**config.mk**
```make
export PLATFORM = sky130hd
export DESIGN_NAME = sem_ctrl
export DESIGN_NICKNAME = d
export VERILOG_FILES = /design/src/rtl/sem_pkg.sv /design/src/rtl/sem_ctrl.sv
export SDC_FILE = /design/constraint.sdc
export NUM_CORES = 1
export LEC_CHECK = 0
export ABC_AREA = 1
export BUFFER_PORTS_ARGS = -buffer_cell sky130_fd_sc_hd__buf_2
export CORE_MARGIN = 10
export CORE_UTILIZATION = 35
export DETAILED_ROUTE_END_ITERATION = 8
export REMOVE_ABC_BUFFERS = 1
export SYNTH_ARGS = -nofsm -noshare
export SYNTH_HDL_FRONTEND = slang
export SYNTH_SLANG_ARGS = --single-unit
```
**constraint.sdc**
```tcl
create_clock -name clk -period 1.7 [get_ports clk]
set_input_delay 0.085 -clock clk [delete_from_list [all_inputs] [get_ports clk]]
set_output_delay 0.085 -clock clk [all_outputs]
set_load 0.03 [all_outputs]
```
**src/rtl/sem_pkg.sv**
```systemverilog
// Package of the Sobel edge magnitude block: fixed widths, register codes,
// and the command and status structs between controller and datapath.
package sem_pkg;

	localparam int CH_BITS = 8;
	localparam int PIX_BITS = 3 * CH_BITS;
	localparam int NUM_CH = 3;
	localparam int CFG_BITS = 16;
	localparam int HEIGHT_BITS = 16;
	localparam int GRAD_BITS = 11;
	localparam int SQ_BITS = 22;
	localparam int ROOT_IN_BITS = 16;
	localparam int ROOT_STEPS = 8;
	localparam logic [SQ_BITS-1:0] SQ_LIMIT = 22'd65280;
	localparam logic [CH_BITS-1:0] CH_MAX = 8'hff;
	localparam logic [HEIGHT_BITS-1:0] ROW_MAX = 16'hffff;

	localparam logic REG_FRAME_WIDTH = 1'b0;
	localparam logic REG_FRAME_HEIGHT = 1'b1;

	localparam logic OP_PIXEL = 1'b0;
	localparam logic OP_FLUSH = 1'b1;

	typedef struct packed {
		logic load;
		logic shift;
		logic grad;
		logic square;
		logic root_start;
		logic load_out;
	} cmd_t;

	typedef struct packed {
		logic flush_idle;
		logic due;
		logic root_done;
		logic out_free;
	} status_t;

endpackage

```
**src/rtl/sem_ctrl.sv**
```systemverilog
// Controller of the Sobel edge block: sequences one transaction through
// line-store read, window shift and, if a result is due, gradient, square, root
// and output load. Depends on sem_pkg.
module sem_ctrl (
	input  logic             clk,
	input  logic             arst_n,
	input  logic             in_valid,
	output logic             in_ready,
	input  sem_pkg::status_t status,
	output sem_pkg::cmd_t    cmd
);

	typedef enum logic [6:0] {
		ST_IDLE  = 7'b0000001,
		ST_SHIFT = 7'b0000010,
		ST_GRAD  = 7'b0000100,
		ST_SQR   = 7'b0001000,
		ST_START = 7'b0010000,
		ST_ROOT  = 7'b0100000,
		ST_OUT   = 7'b1000000
	} state_t;

	state_t state_q, state_d;

	always_comb begin
		state_d = state_q;
		cmd = '0;
		in_ready = 1'b0;
		case (state_q)
			ST_IDLE: begin
				in_ready = 1'b1;
				if (in_valid && !status.flush_idle) begin
					cmd.load = 1'b1;
					state_d = ST_SHIFT;
				end
			end
			ST_SHIFT: begin
				cmd.shift = 1'b1;
				state_d = status.due ? ST_GRAD : ST_IDLE;
			end
			ST_GRAD: begin
				cmd.grad = 1'b1;
				state_d = ST_SQR;
			end
			ST_SQR: begin
				cmd.square = 1'b1;
				state_d = ST_START;
			end
			ST_START: begin
				cmd.root_start = 1'b1;
				state_d = ST_ROOT;
			end
			ST_ROOT: begin
				if (status.root_done) begin
					state_d = ST_OUT;
				end
			end
			ST_OUT: begin
				if (status.out_free) begin
					cmd.load_out = 1'b1;
					state_d = ST_IDLE;
				end
			end
			default: begin
				state_d = ST_IDLE;
			end
		endcase
	end

	always_ff @(posedge clk or negedge arst_n) begin
		if (!arst_n) begin
			state_q <= ST_IDLE;
		end else begin
			state_q <= state_d;
		end
	end

endmodule

```
==> metrics.md <==
| Metric | Value |
|---|---|
| Reg clk slew, reported paths | 0.06 ns |
| Top cells by area, synth | dfrtp_1 (31%), nand2_1 (9.4%), nor2_4 (9.4%), inv_1 (8.6%), nand2_4 (7.1%) |
| Final period util | 87.8% |
| Post-synth ARST share | 100% |
| Slew @ Worst Pin | 0.199 ns |
| Worst path cell trace | nand2_1 > nor2_1 > nand2_1 > nor2_1 > buf_2 |
| Mean Syn Cell Area | 7.47 um^2 |
| Setup CP Type | register to primary output |
| Clock Path Buffers | 2 |
| R2R depth | 8 |
| Die ar. | 3240 um^2 |
| Fmax | 0.670 GHz |
| H-tree level count | 1 |
| Die Span Y | 57.0 um |
| Final hold violation count | 0 |
| Via density per instance | 4.46 |
| Post-Place Setup Slack | 0.483 ns |
| Biggest regs | state_q (7) |
| HP Class | input pin to register |
| Flop2flop setup slack | 0.47 ns |
| Worst skew pair latency | 0.25 ns |
| IO buf count | 13 |
| Hold_ws | 0.0959 ns |
| RR Endpoint | state_q[0] |
| Die Wd | 57.0 um |
| Number of antenna violations at the first check in global routing | 0 |
| Hold_buf cts | 1 |
| Synth cell types | 14 |
| PwrDens | 1280 nW/um^2 |
| RSZ-0062 raised after global routing | no |
| Lkg Pwr | 0.000397 uW |
| Tot GR Track Use | 6.67% |
| Largest net degree at the start of global routing | 8 |
| Nets | 90 |
| Ant diodes | 0 |
| CTS tree | built |
| Global-route wire length before repair | 1790 um |
| Root Driver | clkbuf_4 |
| Worst setup SP type | register |
| Endpoints failing setup | 0 |
| Required time worst endpoint | 1.62 ns |
| Post-CTS Resized | 0 |
| Cell with the most instances after synthesis | nand2_1 |
| TritonCTS Buffers | 3 |
| Final WS setup | 0.208 ns |
| Core area | 1300 um^2 |
| # IOs | 14 |
| Final Cell Area | 599 um^2 |
| Worst Skew | 0.00470 ns |
| Detailed-route via count | 433 |
| Crit. End Element | primary output |
| Biggest register | state_q |
| Row cnt | 13 |
| Clock tree sinks | 7 |
| Initial DRC count | 5 |
| Setup crit start | state_q[0] |
| GPL Wtd Cong | 0.720 |
| Max-slew violations | 0 |
| Mapped Area | 478 um^2 |
| Grt total ovfl | 0 |
| CP arrival | 1.41 ns |
| Worst r2r src | state_q[0] |
| Post-route DRC | 0 |
| Synth top area share | 31.4% |
| Number of synthesized flops with an enable pin | 0 |
| WL/cell | 10.1 um |
| Top_reg_cell synth | dfrtp_1 |
| Final non-filler cell total | 97 |
| Setup crit end | cmd[5] |
| VDD IR-drop max | 0.987 mV |
| DRT Pass-1 Iters | 6 |
| Setup bufs post-CTS | 0 |
| Largest register FFs | 7 |
| Sequential area share after synthesis | 36.9% |
| Maxcap violations | 0 |
| DP Cell Count | 92 |
| Max-slew headroom | 86.7% |
| Synth area leader | dfrtp_1 |
| Layout cells sized above 1 | 46.3% |
| CP max FO | 4 |
| Final min period | 1.49 ns |
| DRT Wirelength | 982 um |
| Initial core utilization | 36.7% |
| Outcome | completed |
| Synth warn | 0 |
| Critical path's slowest cell | dfstp_2 |
| Final ANT Viol Nets | 0 |
| Setup TNS | 0 ns |
| Post-DP HPWL | 860 um |
| Critical Path Max Stage Delay | 0.55 ns |
| Post-Syn Instances | 64 |
| Vias in the first global route | 468 |
| Placed cell areas | 562 um^2 |
| Top post-synthesis cells by count | nand2_1 (12), inv_1 (11), inv_2 (8), nor2_1 (8), dfrtp_1 (6) |
| P&R area growth vs syn | 25.4% |
| Post-synthesis register bit count | 7 |
routing by layer:
layer,up-vias,wire length [um],GRT usage [%]
li1,221,-,-
met1,190,426,6.95
met2,17,430,10.7
met3,5,90,2.43
met4,0,34,5.03
met5,-,0,0
final cells by class:
| type | count | area, um^2 |
|---|---|---|
| fillers | 145 | 702 |
| multi-input cells | 38 | 230 |
| flip-flops and latches | 7 | 176 |
| repair buffers | 14 | 75.1 |
| inverters | 19 | 71.3 |
| clock buffers | 3 | 22.5 |
| well taps | 15 | 18.8 |
| clock inverters | 1 | 5.00 |
where the power goes:
part	switching, uW	internal [uW]
clock network	64.7	86.1
logic	267	122
registers	22.7	207
layout by cell type, fill, tap and decap left out, drive strengths merged:
| cell type | Yosys | final |
|---|---|---|
| o21ai | 1 | 1 |
| dlygate4sd3 | 0 | 1 |
| dfstp | 1 | 1 |
| nand3 | 7 | 7 |
| dfrtp | 6 | 6 |
| buf | 0 | 13 |
| inv | 19 | 19 |
| nor2 | 13 | 13 |
| nand2 | 15 | 15 |
| clkbuf | 0 | 3 |
| nor3 | 2 | 2 |
| clkinv | 0 | 1 |
worst max-delay path: cells and delay by family (launching register included):
family	cells	cell delay [ns]
flops	1	0.55
simple gates	4	0.40
buf+inv	1	0.20
cells by family (layout without fill, tap and decap cells):
family,after synthesis,count (layout),share of synthesized area [%]
AND/OR/NAND/NOR,37,37,47.1
flip-flops,7,7,36.9
buffers and inverters,19,37,14.9
AO/OA/AOI/OAI,1,1,1.05
worst min-delay path by stage:
stage | slack, ns | cells after the start | to | startpoint
after CTS | 0.09 | 3 | state_q[2] | status[2]
final | 0.1 | 3 | state_q[2] | status[2]
after global placement | -0.08 | 1 | state_q[4] | arst_n
after floorplan | -0.21 | 0 | state_q[1] | arst_n
after detailed placement | -0.07 | 1 | state_q[4] | arst_n
after global routing | 0.13 | 3 | state_q[2] | status[2]
stage by stage:
stage / utilization (%) / power (uW)
finish: 46.1 / 768
detailed placement: 43.2 / 620
floorplan: - / 540
CTS: 46.1 / 776
global placement: 43.2 / 612
global route: 46.1 / 823
(Power assumes the default switching activity.)
